$ cat src/hw/rtl/u8sd_pkg.sv
// Shared types and constants for the UTF-8 / Latin-1 stream decoder.
// No dependencies; used by the decode slice and the core.
package u8sd_pkg;

    localparam int CP_W       = 21;
    localparam int BYTE_W     = 8;
    localparam int OUT_TDATA_W = 24;
    localparam int QUEUE_DEPTH = 4;
    localparam int QPTR_W     = $clog2(QUEUE_DEPTH);
    localparam int QCNT_W     = $clog2(QUEUE_DEPTH + 1);

    localparam logic [CP_W-1:0] FLOOR_2B = 21'h000080;
    localparam logic [CP_W-1:0] FLOOR_3B = 21'h000800;
    localparam logic [CP_W-1:0] FLOOR_4B = 21'h010000;

    localparam logic [1:0] SEQ_NONE = 2'd0;
    localparam logic [1:0] SEQ_2B   = 2'd1;
    localparam logic [1:0] SEQ_3B   = 2'd2;
    localparam logic [1:0] SEQ_4B   = 2'd3;

    typedef struct packed {
        logic [CP_W-1:0] accum;
        logic [1:0]      bytes_left;
        logic [1:0]      seq_length;
        logic            halted;
    } t_dec_state;

    typedef struct packed {
        logic            char_valid;
        logic [CP_W-1:0] char_cp;
        logic            end_valid;
    } t_dec_out;

    typedef struct packed {
        logic [CP_W-1:0] code_point;
        logic            end_mark;
    } t_result;

endpackage

$ cat src/hw/rtl/u8sd_decode.sv
// Byte decode slice: next decoder state and the results caused by one byte.
// Depends on u8sd_pkg.
module u8sd_decode (
    input  u8sd_pkg::t_dec_state          i_state,
    input  logic [u8sd_pkg::BYTE_W-1:0]   i_byte,
    input  logic                          i_final,
    input  logic                          i_latin1,
    output u8sd_pkg::t_dec_state          o_state,
    output u8sd_pkg::t_dec_out            o_res
);

    u8sd_pkg::t_dec_state lead_st;
    logic                 lead_emit;
    logic [1:0]           bl_dec;
    logic [u8sd_pkg::CP_W-1:0] cont_acc;
    logic [u8sd_pkg::CP_W-1:0] floor_val;
    logic                 is_cont;

    // lead byte decode
    always_comb begin
        lead_st            = '0;
        lead_st.halted     = i_state.halted;
        lead_emit          = 1'b0;
        priority casez (i_byte)
            8'h00: lead_st.halted = 1'b1;
            8'b0???????: lead_emit = 1'b1;
            8'b110?????: begin
                lead_st.accum      = {10'd0, i_byte[4:0], 6'd0};
                lead_st.bytes_left = 2'd1;
                lead_st.seq_length = u8sd_pkg::SEQ_2B;
            end
            8'b1110????: begin
                lead_st.accum      = {5'd0, i_byte[3:0], 12'd0};
                lead_st.bytes_left = 2'd2;
                lead_st.seq_length = u8sd_pkg::SEQ_3B;
            end
            8'b11110???: begin
                lead_st.accum      = {i_byte[2:0], 18'd0};
                lead_st.bytes_left = 2'd3;
                lead_st.seq_length = u8sd_pkg::SEQ_4B;
            end
            default: ;
        endcase
    end

    // continuation byte merge
    always_comb begin
        bl_dec  = i_state.bytes_left - 2'd1;
        is_cont = (i_byte[7:6] == 2'b10) && (i_state.bytes_left != 2'd0);
        unique case (bl_dec)
            2'd0:    cont_acc = i_state.accum | {15'd0, i_byte[5:0]};
            2'd1:    cont_acc = i_state.accum | {9'd0, i_byte[5:0], 6'd0};
            2'd2:    cont_acc = i_state.accum | {3'd0, i_byte[5:0], 12'd0};
            default: cont_acc = i_state.accum;
        endcase
        unique case (i_state.seq_length)
            u8sd_pkg::SEQ_2B: floor_val = u8sd_pkg::FLOOR_2B;
            u8sd_pkg::SEQ_3B: floor_val = u8sd_pkg::FLOOR_3B;
            default:          floor_val = u8sd_pkg::FLOOR_4B;
        endcase
    end

    always_comb begin
        o_state          = i_state;
        o_res.char_valid = 1'b0;
        o_res.char_cp    = {13'd0, i_byte};
        o_res.end_valid  = i_final;
        if (i_latin1) begin
            o_state.accum      = '0;
            o_state.bytes_left = 2'd0;
            o_state.seq_length = u8sd_pkg::SEQ_NONE;
            o_res.char_valid   = 1'b1;
        end else if (!i_state.halted) begin
            if (is_cont) begin
                o_state.bytes_left = bl_dec;
                o_state.accum      = cont_acc;
                if (bl_dec == 2'd0) begin
                    o_res.char_valid   = (cont_acc >= floor_val);
                    o_res.char_cp      = cont_acc;
                    o_state.accum      = '0;
                    o_state.seq_length = u8sd_pkg::SEQ_NONE;
                end
            end else begin
                o_state          = lead_st;
                o_res.char_valid = lead_emit;
            end
        end
        if (i_final) begin
            o_state = '0;
        end
    end

endmodule

$ cat src/hw/rtl/utf8_stream_decoder_core.sv
// Streaming UTF-8 / Latin-1 string decoder core.
// Depends on u8sd_pkg and u8sd_decode.
//
// Usage:
//   s_axis carries one string byte per beat; tlast marks the last byte of the
//   string buffer. m_axis carries one result per beat: a code point, or with
//   tlast high the end-of-string marker (code point zero) that follows the
//   final byte. i_cfg_we/i_cfg_wdata set Latin-1 pass-through mode; write it
//   only between strings while the block is idle.
//   Throughput: one byte per cycle while s_axis_tready is high. A final byte
//   that also yields a character puts two results out; a four-entry result
//   queue absorbs this and s_axis_tready drops only while fewer than two
//   entries are free.
//   When the receiver stalls, results wait in the queue and input stops once
//   it is nearly full; nothing is lost or repeated.
//   Reset clears the decoder state, the mode (UTF-8) and the queue.
module utf8_stream_decoder_core (
    input  logic        i_clk,
    input  logic        i_rst_n,
    input  logic        i_cfg_we,
    input  logic        i_cfg_wdata,
    input  logic        s_axis_tvalid,
    output logic        s_axis_tready,
    input  logic [7:0]  s_axis_tdata,   // [7:0] in_byte
    input  logic        s_axis_tlast,   // final_byte
    output logic        m_axis_tvalid,
    input  logic        m_axis_tready,
    output logic [23:0] m_axis_tdata,   // [20:0] code_point, [23:21] zero
    output logic        m_axis_tlast    // end_mark
);

    u8sd_pkg::t_dec_state r_state;
    u8sd_pkg::t_dec_state n_state;
    u8sd_pkg::t_dec_out   dec_res;
    logic                 r_latin1;

    u8sd_pkg::t_result r_q [u8sd_pkg::QUEUE_DEPTH];
    logic [u8sd_pkg::QPTR_W-1:0] r_wr;
    logic [u8sd_pkg::QPTR_W-1:0] r_rd;
    logic [u8sd_pkg::QCNT_W-1:0] r_count;

    logic              in_fire;
    logic              out_fire;
    logic [1:0]        n_push;
    u8sd_pkg::t_result slot_a;
    u8sd_pkg::t_result slot_b;

    u8sd_decode u_decode (
        .i_state  (r_state),
        .i_byte   (s_axis_tdata),
        .i_final  (s_axis_tlast),
        .i_latin1 (r_latin1),
        .o_state  (n_state),
        .o_res    (dec_res)
    );

    assign s_axis_tready = (r_count <=
        u8sd_pkg::QCNT_W'(u8sd_pkg::QUEUE_DEPTH - 2));
    assign in_fire       = s_axis_tvalid && s_axis_tready;
    assign m_axis_tvalid = (r_count != '0);
    assign out_fire      = m_axis_tvalid && m_axis_tready;
    assign m_axis_tdata  = {3'd0, r_q[r_rd].code_point};
    assign m_axis_tlast  = r_q[r_rd].end_mark;

    always_comb begin
        n_push = in_fire ? ({1'b0, dec_res.char_valid} + {1'b0, dec_res.end_valid}) : 2'd0;
        slot_b.code_point = '0;
        slot_b.end_mark   = 1'b1;
        if (dec_res.char_valid) begin
            slot_a.code_point = dec_res.char_cp;
            slot_a.end_mark   = 1'b0;
        end else begin
            slot_a = slot_b;
        end
    end

    always_ff @(posedge i_clk) begin
        if (!i_rst_n) begin
            r_state  <= '0;
            r_latin1 <= 1'b0;
            r_wr     <= '0;
            r_rd     <= '0;
            r_count  <= '0;
        end else begin
            if (i_cfg_we) begin
                r_latin1 <= i_cfg_wdata;
            end
            if (in_fire) begin
                r_state <= n_state;
            end
            r_wr    <= r_wr + u8sd_pkg::QPTR_W'(n_push);
            if (out_fire) begin
                r_rd <= r_rd + 1'b1;
            end
            r_count <= r_count + u8sd_pkg::QCNT_W'(n_push)
                     - u8sd_pkg::QCNT_W'(out_fire);
        end
    end

    // queue payload, no reset
    always_ff @(posedge i_clk) begin
        if (n_push != 2'd0) begin
            r_q[r_wr] <= slot_a;
        end
        if (n_push == 2'd2) begin
            r_q[r_wr + 1'b1] <= slot_b;
        end
    end

endmodule

$ cat config.mk
export PLATFORM = sky130hd
export DESIGN_NAME = utf8_stream_decoder_core
export DESIGN_NICKNAME = d
export VERILOG_FILES = /design/src/hw/rtl/u8sd_pkg.sv /design/src/hw/rtl/u8sd_decode.sv /design/src/hw/rtl/utf8_stream_decoder_core.sv
export SDC_FILE = /design/constraint.sdc
export NUM_CORES = 1
export LEC_CHECK = 0
export BUFFER_PORTS_ARGS = -buffer_cell sky130_fd_sc_hd__buf_2
export CORE_UTILIZATION = 52
export CTS_CLUSTER_DIAMETER = 100
export DETAILED_ROUTE_END_ITERATION = 7
export HOLD_SLACK_MARGIN = 0.03
export PLACE_DENSITY = 0.73
export SLEW_MARGIN = 20
export SYNTH_ARGS = -nofsm -noshare
export SYNTH_HDL_FRONTEND = slang
export SYNTH_SLANG_ARGS = --single-unit
$ cat constraint.sdc
create_clock -name i_clk -period 3.99 [get_ports i_clk]
set_clock_uncertainty 0.15 [all_clocks]
set_input_delay 0.399 -clock i_clk [delete_from_list [all_inputs] [get_ports i_clk]]
set_output_delay 0.399 -clock i_clk [all_outputs]
set_load 0.01 [all_outputs]
==> results.toml, run 1 <==
[outcome]
outcome = "completed"

[synth]
synth-seq-cells = 124
syn-cell-area_mm2 = 0.006045
synth_area_leaders = "sky130_fd_sc_hd__dfxtp_1 41%, sky130_fd_sc_hd__mux4_2 8.2%, sky130_fd_sc_hd__a32o_1 7.9%, sky130_fd_sc_hd__a22o_1 4.1%, sky130_fd_sc_hd__nand2_1 3.5%"
synth_top_area_cell = "sky130_fd_sc_hd__dfxtp_1"
synth_commonest_cells = "124 x sky130_fd_sc_hd__dfxtp_1, 57 x sky130_fd_sc_hd__nand2_1, 48 x sky130_fd_sc_hd__a32o_1, 37 x sky130_fd_sc_hd__clkbuf_1, 28 x sky130_fd_sc_hd__a22o_1"
asyncSetResetFlopFracSynth_pct = 0
ys_warn_count = 0
synth.lib_cells_used.distinct = 63
synth-edff-count = 0
synthDominantCellAreaShare_pct = 41.07
dominant_register_cell_in_the_synthesized_netlist = "sky130_fd_sc_hd__dfxtp_1"
yosysMostFrequentCell = "sky130_fd_sc_hd__dfxtp_1"
yosysSeqAreaShare_pct = 41.07
synth_cells = 595
synth_area_per_cell_um2 = 10.16

[setup_path]
cp_cell_sequence = "inv_2, ha_4, buf_12, or3_4, nand2_4, nand2_4, ha_4, nand3_2, a211oi_2, nand4_4, a41oi_4, ha_4, nor2_1, nor2_1, and3_1, buf_12, a32o_1"
timing.reg2reg.setup_slack_ps = 40
peak_fanout_along_the_critical_path = 20
critical-path-slowest-cell = "sky130_fd_sc_hd__or3_4"
start_kind = "flop"
length_in_cells_of_the_worst_reg_to_reg_path = 17
path_class = "flop to flop"
most_used_cell_cp = "sky130_fd_sc_hd__ha_4"
critPathArrivalTime_ps = 4110
rr_endpoint = "r_q[2][16]"
cp_endpoint_kind = "flop"
critical_path.max_stage_delay_ps = 410
reg2reg_from = "r_state[4]"
crit_required_ps = 4150

[sta]
finalMaxSlewViolations = 0
finalWorstSetupSlack_ps = 39.51
rsz0062_at_grt = "yes"
finalSetupViolCount = 0
fin_crit_ps = 3950
ratio_of_final_minimum_period_to_clock_period_pct = 99.01
timing.final.hold_violations = 0
tightest_slew_ps = 857.4
clock.fmax_ghz = 0.2531
relSlewSlack_pct = 42.40

[die]
total_die_area_mm2 = 0.01206
io-pin-count = 42
die_height_um = 109.8
design.core.area_mm2 = 0.01137
rows = 39
floorplan.die.width_um = 109.8
initial_util_pct = 53.16

[pwr]
fin_total_pwr_mw = 3.875
power_density_cells_mw_per_mm2 = 510.4
total_leakage_power_nw = 2.879
ir_drop_mv = 0.5763

[placement]
place_congestion = 0.9612
place_ws_ps = -41.61
dp_hpwl_mm = 11.19
place.port_buffers = 38
placed_cell_area_mm2 = 0.006674
placed_cells_incl_taps = 764

[route]
routed_wl_mm = 17.65
dr_wl_met3_mm = 1.299
highest-signal-layer = "met4"
vias_per_cell = 6.476
route.antenna.remaining_nets = 0
met2RoutedLength_mm = 8.576
drc = 0
m1WireLength_mm = 7.181
drt-initial-drc-count = 482
avgRoutedWirePerCell_um = 21.55
first_pass_iters = 5
routed-via-count = 5304

[cts]
cts-root-buf = "sky130_fd_sc_hd__clkbuf_16"
clock_latency_ps = 420
clock_path_buffers = 2
register_clock_pin_slew_on_the_reported_worst_setup_and_hold_paths_ps = 60
h-tree-depth = 4
tritoncts_num_sinks = 124
clock_tree_from_tritoncts = "done"
total_cts_buffers = 17

[hold_path]
hold_crit_endpoint = "r_latin1"
holdPathStages = 3
holdCritPathClass = "input port to flop"
min-delay-start = "i_cfg_wdata"

[cells_and_area]
postLayoutCoreUtil_pct = 66.78
layout.cells.non_filler = 819
final_nets = 695
post-route-cell-area_mm2 = 0.007592
synthToLayoutAreaGrowth_pct = 25.61
antenna_cells_inserted = 0
final_layout_size_suffix_gt1_share_pct = 30.47

[run]
maxCapViolations = 0

[global_route]
first_pass_grt_wire_length_mm = 26.88
grt_antenna_before_repair = 0
grt_pass1_vias = 5103
largest_net_degree_at_the_start_of_global_routing = 36
track_usage_pct = 30.09
global_route.overflow_total = 0
how the worst max path moves through the flow:
stage / start / to / slack, ps / cells past startpoint
final: r_state[4] / r_q[2][16] / 40 / 17
after global routing: r_state[4] / r_q[1][0] / -60 / 18
after CTS: r_state[3] / r_count[1] / 5 / 18
after detailed placement: r_state[3] / r_count[1] / -40 / 18
after global placement: r_state[3] / r_count[2] / 50 / 19
after floorplan: r_state[4] / r_count[2] / -150 / 19
timing repair:
item | in CTS | in global routing
hold buffers | 0 | 0
buffers inserted | 17 | 7
setup endpoints to repair | 16 | 85
resized for setup | 6 | 28
pin swaps | 7 | 18
report_power, final:
| group | switching [mW] | total (mW) | internal [mW] |
|---|---|---|---|
| Sequential | 0.116 | 1.51 | 1.39 |
| Combinational | 0.450 | 0.865 | 0.415 |
| Clock | 0.571 | 1.50 | 0.933 |
routing by layer:
| layer | track usage, % | vias up |
|---|---|---|
| met5 | 0 | - |
| met4 | 15.14 | 0 |
| met3 | 7.469 | 51 |
| met2 | 47.77 | 263 |
| met1 | 37.91 | 2584 |
| li1 | - | 2406 |
flip-flops by register name, indices dropped and copies added (netlist names), named ones only:
name,count
r_count,3
r_latin1,1
r_q,88
r_rd,2
r_state,26
r_wr,2
stage by stage:
stage          hold slack, ps  TNS [ps]
4_1_cts                 86.07         0
6_report                96.80         0
5_1_grt                 123.7     -1116
3_5_place_dp            289.9    -79.85
2_1_floorplan           269.9    -269.8
3_3_place_gp            282.7         0
cells by family after synthesis:
group	Yosys count	synth area share, %
fa+ha+maj	16	3.436
compound gates	185	26.41
buf+inv	71	5.030
simple gates	168	14.57
other cells	1	0.06204
flops	124	41.07
xor+xnor	6	0.8694
mux	24	8.549
final cells by class:
type | instances | area, µm²
Sequential cell | 124 | 2491
Clock buffer | 21 | 450.4
Timing Repair Buffer | 99 | 772.0
Multi-Input combinational cell | 402 | 3506
Tap cell | 143 | 178.9
Fill cell | 858 | 3777
Clock inverter | 10 | 116.4
Inverter | 20 | 77.57
cells in the final DEF (no fill, tap or decap), types with 5 or more instances in the layout:
cell                        synthesis  routed
sky130_fd_sc_hd__dfxtp_1          124     121
sky130_fd_sc_hd__nand2_1           57      54
sky130_fd_sc_hd__buf_4              9      49
sky130_fd_sc_hd__a32o_1            48      48
sky130_fd_sc_hd__buf_2              3      38
sky130_fd_sc_hd__a22o_1            28      28
sky130_fd_sc_hd__nor2_1            23      22
sky130_fd_sc_hd__mux4_2            22      22
sky130_fd_sc_hd__clkbuf_16          0      17
sky130_fd_sc_hd__and2_1            16      16
sky130_fd_sc_hd__nor2b_1           17      16
sky130_fd_sc_hd__inv_1             19      16
sky130_fd_sc_hd__a21boi_0          15      15
sky130_fd_sc_hd__a21oi_1           15      14
sky130_fd_sc_hd__o21ai_0           13      12
sky130_fd_sc_hd__nor3_1            11       9
sky130_fd_sc_hd__a22oi_1            9       9
sky130_fd_sc_hd__buf_12             0       9
sky130_fd_sc_hd__nand3_1           10       8
sky130_fd_sc_hd__a41oi_2            8       7
sky130_fd_sc_hd__and3_1             7       7
sky130_fd_sc_hd__ha_1              15       7
sky130_fd_sc_hd__or3_1              7       6
sky130_fd_sc_hd__ha_4               0       6
sky130_fd_sc_hd__nand3b_1           5       5
sky130_fd_sc_hd__o21ai_1            5       5
critical path: cells and delay by family (launching register included):
kind | cells | cell delay [ps]
buffers and inverters | 3 | 370
AND/OR/NAND/NOR | 8 | 1440
flip-flops | 1 | 360
AO/OA/AOI/OAI | 3 | 780
adder cells (fa/ha/maj) | 3 | 710
Note: power is estimated with default switching activity, not from simulation.
==> run 2, diff against run 1 <==
--- a/config.mk
+++ b/config.mk
@@ -10,7 +10,7 @@
 export CTS_CLUSTER_DIAMETER = 100
 export DETAILED_ROUTE_END_ITERATION = 7
 export HOLD_SLACK_MARGIN = 0.03
-export PLACE_DENSITY = 0.73
+export PLACE_DENSITY = 0.7
 export SLEW_MARGIN = 20
 export SYNTH_ARGS = -nofsm -noshare
 export SYNTH_HDL_FRONTEND = slang
==> constraint.sdc (replaced) <==
create_clock -name i_clk -period 4.7 [get_ports i_clk]
set_clock_uncertainty 0.15 [all_clocks]
set_input_delay 0.47 -clock i_clk [delete_from_list [all_inputs] [get_ports i_clk]]
set_output_delay 0.47 -clock i_clk [all_outputs]
set_load 0.01 [all_outputs]
==> run 2 against run 1 <==
Net effect:
- clock power down 15%
- register-to-register slack better by 270 ps
- routed wire length down 7.2%
- via count down 3.6%
- count of clock-buffer cells in the layout up 1
- critical path depth unchanged
- critical endpoint is now r_count[2]
==> results.toml, run 2 (synthesis gave the netlist of run 1 again) <==
[outcome]
outcome = "completed"

[sta]
finalSetupViolCount = 0
timing.final.hold_violations = 0
relSlewSlack_pct = 46.48
finalMaxSlewViolations = 0
tightest_slew_ps = 796.7
rsz0062_at_grt = "no"
fin_crit_ps = 4394
final.setup.tns_ps = 0
ratio_of_final_minimum_period_to_clock_period_pct = 93.49
finalWorstSetupSlack_ps = 305.9
clock.fmax_ghz = 0.2276

[cts]
total_cts_buffers = 17
clock_path_buffers = 2
clock_latency_ps = 420
cts.repair_timing.setup_buffer_count = 0
cts-root-buf = "sky130_fd_sc_hd__clkbuf_16"
register_clock_pin_slew_on_the_reported_worst_setup_and_hold_paths_ps = 50
tritoncts_num_sinks = 124
h-tree-depth = 4
clock_tree_from_tritoncts = "done"

[setup_path]
length_in_cells_of_the_worst_reg_to_reg_path = 17
reg2reg_from = "r_state[3]"
timing.reg2reg.setup_slack_ps = 310
rr_endpoint = "r_count[2]"
start_kind = "flop"
critPathArrivalTime_ps = 4550
cp_endpoint_kind = "flop"
path_class = "flop to flop"
crit_required_ps = 4860
peak_fanout_along_the_critical_path = 9

[route]
routed_wl_mm = 16.37
first_pass_iters = 5
route.antenna.remaining_nets = 0
drc = 0
drt-initial-drc-count = 412
vias_per_cell = 6.479
avgRoutedWirePerCell_um = 20.75
routed-via-count = 5112

[cells_and_area]
antenna_cells_inserted = 0
most_frequent_cells_in_the_layout = "123 x sky130_fd_sc_hd__dfxtp_1, 57 x sky130_fd_sc_hd__nand2_1, 48 x sky130_fd_sc_hd__a32o_1"
layout.cells.non_filler = 789
top_regs = "r_q: 88 flops, r_state: 26 flops, r_count: 3 flops"
number_of_flip_flops_in_the_largest_register = 88
multi_input_comb_area_mm2 = 0.003299
final_nets = 664
postLayoutCoreUtil_pct = 61.86
largest_register = "r_q"
regArea_mm2 = 0.002484
leading_cell_type_in_the_layout_fill_and_taps_excluded = "sky130_fd_sc_hd__dfxtp_1"
fill_cells = 969
synthToLayoutAreaGrowth_pct = 16.35
post-route-cell-area_mm2 = 0.007033
final_layout_size_suffix_gt1_share_pct = 22.76

[die]
floorplan.die.width_um = 109.8
rows = 39
io-pin-count = 42
total_die_area_mm2 = 0.01206
design.core.area_mm2 = 0.01137
die_height_um = 109.8
initial_util_pct = 53.16

[hold_path]
min-delay-start = "i_cfg_wdata"
holdPathStages = 3
hold_crit_endpoint = "r_latin1"
holdCritPathClass = "input port to flop"

[pwr]
ir_drop_mv = 0.3843
power_density_cells_mw_per_mm2 = 459.9
total_leakage_power_nw = 2.665

[global_route]
grt_antenna_before_repair = 0
largest_net_degree_at_the_start_of_global_routing = 36
grt_pass1_vias = 4809
first_pass_grt_wire_length_mm = 26.22
global_route.overflow_total = 0
track_usage_pct = 29.67

[placement]
dp_hpwl_mm = 11.18
placed_cell_area_mm2 = 0.006432
place.port_buffers = 38
placed_cells_incl_taps = 757
place_congestion = 0.9400
place_ws_ps = 139.6

[run]
maxCapViolations = 0
[run 2: cell types whose count changed in the layout (fill, tap and decap cells not counted), sizes merged]
| cell | previous run | this run |
|---|---|---|
| clkinv | 4 | 6 |
| buf | 99 | 68 |
| clkbuf | 21 | 22 |
| inv | 22 | 20 |
[run 2: per-stage QoR]
step / power [mW] / hold slack, ps
after floorplan: 1.760 / 269.9
after global placement: 1.943 / 280.6
after detailed placement: 1.963 / 291.1
after CTS: 3.245 / 149.7
after global routing: 3.384 / 161.8
final: 3.235 / 164.3
[run 2: area by class of cell]
type / instances / area share, %
Clock inverter: 10 / 1.655
Timing Repair Buffer: 68 / 5.906
Clock buffer: 22 / 6.600
Tap cell: 143 / 2.544
Sequential cell: 124 / 35.31
Inverter: 20 / 1.067
Multi-Input combinational cell: 402 / 46.91
[run 2: worst max-delay path by stage]
| stage | depth (start not counted) | startpoint | end | slack [ps] |
|---|---|---|---|---|
| after global placement | 16 | r_state[3] | r_q[0][17] | 310 |
| after floorplan | 21 | r_state[3] | r_count[2] | 320 |
| final | 17 | r_state[3] | r_count[2] | 310 |
| after CTS | 14 | r_state[3] | r_q[0][15] | 130 |
| after global routing | 18 | r_state[3] | r_count[2] | 50 |
| after detailed placement | 14 | r_state[3] | r_q[0][15] | 140 |
[run 2: what timing repair did]
item	4_1_cts	5_1_grt
setup endpoints to repair	0	20
gates resized for setup	0	2
hold buffers	0	0
[run 2: metal layers]
layer | share of wire [%] | GRT usage, %
met1 | 45 | 40.15
met4 | 2.1 | 12.86
met5 | 0 | 0
met2 | 46 | 45.31
met3 | 6.9 | 6.698
[run 2: critical path, stage by stage, from the launching register on]
cell and delay (ps):
sky130_fd_sc_hd__dfxtp_1 400, sky130_fd_sc_hd__inv_1 110, sky130_fd_sc_hd__ha_1 330, sky130_fd_sc_hd__buf_4 200, sky130_fd_sc_hd__o31ai_2 320, sky130_fd_sc_hd__o211ai_1 210
sky130_fd_sc_hd__a2111oi_4 490, sky130_fd_sc_hd__a31o_2 250, sky130_fd_sc_hd__a41oi_2 150, sky130_fd_sc_hd__ha_1 320, sky130_fd_sc_hd__buf_4 120, sky130_fd_sc_hd__nand2_1 70
sky130_fd_sc_hd__ha_1 300, sky130_fd_sc_hd__inv_1 30, sky130_fd_sc_hd__ha_1 180, sky130_fd_sc_hd__fa_1 370, sky130_fd_sc_hd__xnor2_1 130, sky130_fd_sc_hd__and2_1 150
[run 2: power by group]
group          total (mW)  internal (mW)  switching, mW
logic               0.677          0.317          0.360
registers            1.28           1.18         0.0950
clock network        1.28          0.807          0.475
total                3.23           2.31          0.929
==> run 3, diff against run 2 <==
--- a/config.mk
+++ b/config.mk
@@ -5,6 +5,7 @@
 export SDC_FILE = /design/constraint.sdc
 export NUM_CORES = 1
 export LEC_CHECK = 0
+export ABC_AREA = 1
 export BUFFER_PORTS_ARGS = -buffer_cell sky130_fd_sc_hd__buf_2
 export CORE_UTILIZATION = 52
 export CTS_CLUSTER_DIAMETER = 100
==> run 3 against run 2 <==
Net effect:
- power rose by 19%
- non-clock buffer count fell by 22
- hold slack got worse by 53 ps
- synthesized area rose by 0.50%
- sequential power rose by 21%
- cell count rose by 28%
- combinational power rose by 67%
- maximum frequency rose by 3.0%
- critical path depth rose by 6
- sequential share of layout area rose by 1.2 points
- clock power fell by 8%
- first-iteration DRC count rose by 32%
- critical path type unchanged
- critical endpoint unchanged
==> results.toml, run 3 <==
[synth]
synth_cells = 834
yosysSeqAreaShare_pct = 40.87
syn-cell-area_mm2 = 0.006075
synth_commonest_cells = "136 x sky130_fd_sc_hd__o21ai_0, 124 x sky130_fd_sc_hd__dfxtp_1, 113 x sky130_fd_sc_hd__nand2_1, 101 x sky130_fd_sc_hd__a21oi_1, 77 x sky130_fd_sc_hd__inv_1"
synth.lib_cells_used.distinct = 39
synth_area_leaders = "sky130_fd_sc_hd__dfxtp_1 41%, sky130_fd_sc_hd__o21ai_0 11%, sky130_fd_sc_hd__a21oi_1 8.3%, sky130_fd_sc_hd__nand2_1 7.0%, sky130_fd_sc_hd__inv_1 4.8%"
yosysMostFrequentCell = "sky130_fd_sc_hd__o21ai_0"
synthDominantCellAreaShare_pct = 40.87
synth_top_area_cell = "sky130_fd_sc_hd__dfxtp_1"
synth-seq-cells = 124
synth-edff-count = 0
synth_area_per_cell_um2 = 7.284
ys_warn_count = 0
asyncSetResetFlopFracSynth_pct = 0
dominant_register_cell_in_the_synthesized_netlist = "sky130_fd_sc_hd__dfxtp_1"

[outcome]
outcome = "completed"

[sta]
clock.fmax_ghz = 0.2344
ratio_of_final_minimum_period_to_clock_period_pct = 90.78
timing.final.hold_violations = 0
finalSetupViolCount = 0
finalMaxSlewViolations = 0
fin_crit_ps = 4267
relSlewSlack_pct = 46.91
holdWs_ps = 111.1
rsz0062_at_grt = "no"
tightest_slew_ps = 793.4
final.setup.tns_ps = 0

[setup_path]
crit_family = "adder cells"
rr_endpoint = "r_count[2]"
cp_endpoint_kind = "flop"
reg2reg_from = "r_state[4]"
crit_required_ps = 4860
start_kind = "flop"
path_class = "flop to flop"
peak_fanout_along_the_critical_path = 13
critical-path-slowest-cell = "sky130_fd_sc_hd__dfxtp_1"
timing.critical_path.buf_inv = 6
critical_path.max_stage_delay_ps = 400
cp_cell_sequence = "inv_1, ha_1, inv_2, nand3_2, o21ai_0, inv_1, ha_1, nand3_1, nand3_1, nor2_1, nand3_2, nand2_2, nand3_4, ha_1, inv_1, nor2_2, inv_1, ha_1, inv_1, ha_1, fa_1, o21ai_0, a21oi_1"
critPathArrivalTime_ps = 4420
length_in_cells_of_the_worst_reg_to_reg_path = 23
timing.reg2reg.setup_slack_ps = 430

[run]
maxCapViolations = 0

[cts]
cts.repair.resized = 0
cts-root-buf = "sky130_fd_sc_hd__clkbuf_16"
register_clock_pin_slew_on_the_reported_worst_setup_and_hold_paths_ps = 50
total_cts_buffers = 17
tritoncts_num_sinks = 124
cts-hold-fix-buffers = 0
clock_path_buffers = 2
clock_tree_from_tritoncts = "done"
clock_latency_ps = 420
h-tree-depth = 4
cts.repair_timing.setup_buffer_count = 0

[route]
vias_per_cell = 5.758
drt-initial-drc-count = 543
routed-via-count = 5798
met2RoutedLength_mm = 7.868
m1WireLength_mm = 7.355
routed_wl_mm = 16.69
first_pass_iters = 6
highest-signal-layer = "met4"
drc = 0
dr_wl_met3_mm = 1.174
route.antenna.remaining_nets = 0
avgRoutedWirePerCell_um = 16.58

[cells_and_area]
final_nets = 882
synthToLayoutAreaGrowth_pct = 11.86
layout.cells.non_filler = 1007
leading_cell_type_in_the_layout_fill_and_taps_excluded = "sky130_fd_sc_hd__o21ai_0"
fill_cells = 1091
final_layout_size_suffix_gt1_share_pct = 13.31
antenna_cells_inserted = 0
largest_register = "r_q"
multi_input_comb_area_mm2 = 0.003033
most_frequent_cells_in_the_layout = "136 x sky130_fd_sc_hd__o21ai_0, 124 x sky130_fd_sc_hd__dfxtp_1, 113 x sky130_fd_sc_hd__nand2_1"
number_of_flip_flops_in_the_largest_register = 88
post-route-cell-area_mm2 = 0.006795
regArea_mm2 = 0.002482
top_regs = "r_q: 88 flops, r_state: 26 flops, r_count: 3 flops"

[pwr]
ir_drop_mv = 0.3983
internal_power_mw = 2.506
power_frac_clock_pct = 30.5
switchingPower_mw = 1.350
total_leakage_power_nw = 2.955
p_sw_share_pct = 35.02
seq_power_share_pct = 40.2
combinational_fraction_of_design_power_pct = 29.4
power_density_cells_mw_per_mm2 = 567.5

[hold_path]
min-delay-start = "s_axis_tvalid"
hold_crit_endpoint = "r_state[0]"
holdPathStages = 2
holdCritPathClass = "input port to flop"

[die]
rows = 39
total_die_area_mm2 = 0.01212
die_height_um = 110.1
initial_util_pct = 53.20
io-pin-count = 42
design.core.area_mm2 = 0.01142
floorplan.die.width_um = 110.1

[placement]
dp_hpwl_mm = 11.12
placed_cells_incl_taps = 975
place_congestion = 0.9813
placed_cell_area_mm2 = 0.006260
place.port_buffers = 38

[global_route]
track_usage_pct = 29.19
largest_net_degree_at_the_start_of_global_routing = 46
first_pass_grt_wire_length_mm = 26.50
global_route.overflow_total = 0
grt_pass1_vias = 5473
grt_antenna_before_repair = 0
-- run 3: changes by cell type after synthesis, moves of 16 or more --
cell                      previous run  this run
sky130_fd_sc_hd__nand2_1            57       113
sky130_fd_sc_hd__inv_1              19        77
sky130_fd_sc_hd__a21oi_1            15       101
sky130_fd_sc_hd__and2_1             16         0
sky130_fd_sc_hd__o22ai_1             1        24
sky130_fd_sc_hd__nor2b_1            17         0
sky130_fd_sc_hd__a22o_1             28         0
sky130_fd_sc_hd__mux4_2             22         0
sky130_fd_sc_hd__o21ai_0            13       136
sky130_fd_sc_hd__nor2_1             23        70
sky130_fd_sc_hd__nand3_1            10        36
sky130_fd_sc_hd__a32o_1             48         1
-- run 3: cell type report --
cell class	instances	share of cell area, %
Tap cell	143	2.633
Inverter	84	4.640
Clock buffer	18	6.463
Multi-Input combinational cell	578	44.63
Timing Repair Buffer	46	3.683
Clock inverter	14	1.418
Sequential cell	124	36.53
-- run 3: power groups by stage --
stage | clock (mW) | sequential [mW] | combinational, mW
after floorplan | 0 | 1.51 | 0.818
after global placement | 0 | 1.54 | 1.09
after detailed placement | 0 | 1.56 | 1.12
after CTS | 1.19 | 1.54 | 1.13
after global routing | 1.24 | 1.58 | 1.29
final | 1.18 | 1.55 | 1.13
-- run 3: per-stage QoR --
step	setup slack, ps	power [mW]	utilization, %
after global routing	70.76	4.110	59.51
after floorplan	710.2	2.332	-
after CTS	474.6	3.866	59.51
final	433.5	3.856	59.51
after detailed placement	493.6	2.682	54.82
after global placement	623.8	2.630	54.82
-- run 3: kinds of logic (layout without fill, tap and decap cells) --
kind of cell | after synthesis | count (layout) | share of synthesized area [%]
other | 1 | 3 | 0.06173
xor gates and xnor gates | 2 | 2 | 0.2884
adders and majority gates | 16 | 16 | 3.419
and+or+nand+nor | 268 | 268 | 20.37
buffers and inverters | 134 | 162 | 9.660
AOI/OAI and AO/OA | 289 | 289 | 25.33
DFF | 124 | 124 | 40.87
-- run 3: worst max path at each step --
stage	from	to	slack (ps)	cells after the start
floorplan	r_state[3]	r_count[2]	710	25
global placement	r_state[4]	r_count[2]	620	23
detailed placement	r_state[4]	r_count[2]	490	23
CTS	r_state[4]	r_count[2]	470	23
global route	r_state[4]	r_count[2]	70	23
finish	r_state[4]	r_count[2]	430	23
-- run 3: metal layers --
layer | up-vias | track usage, %
met4 | 0 | 12.48
met5 | - | 0
met1 | 2712 | 36.35
met3 | 24 | 7.290
li1 | 2849 | -
met2 | 213 | 47.86
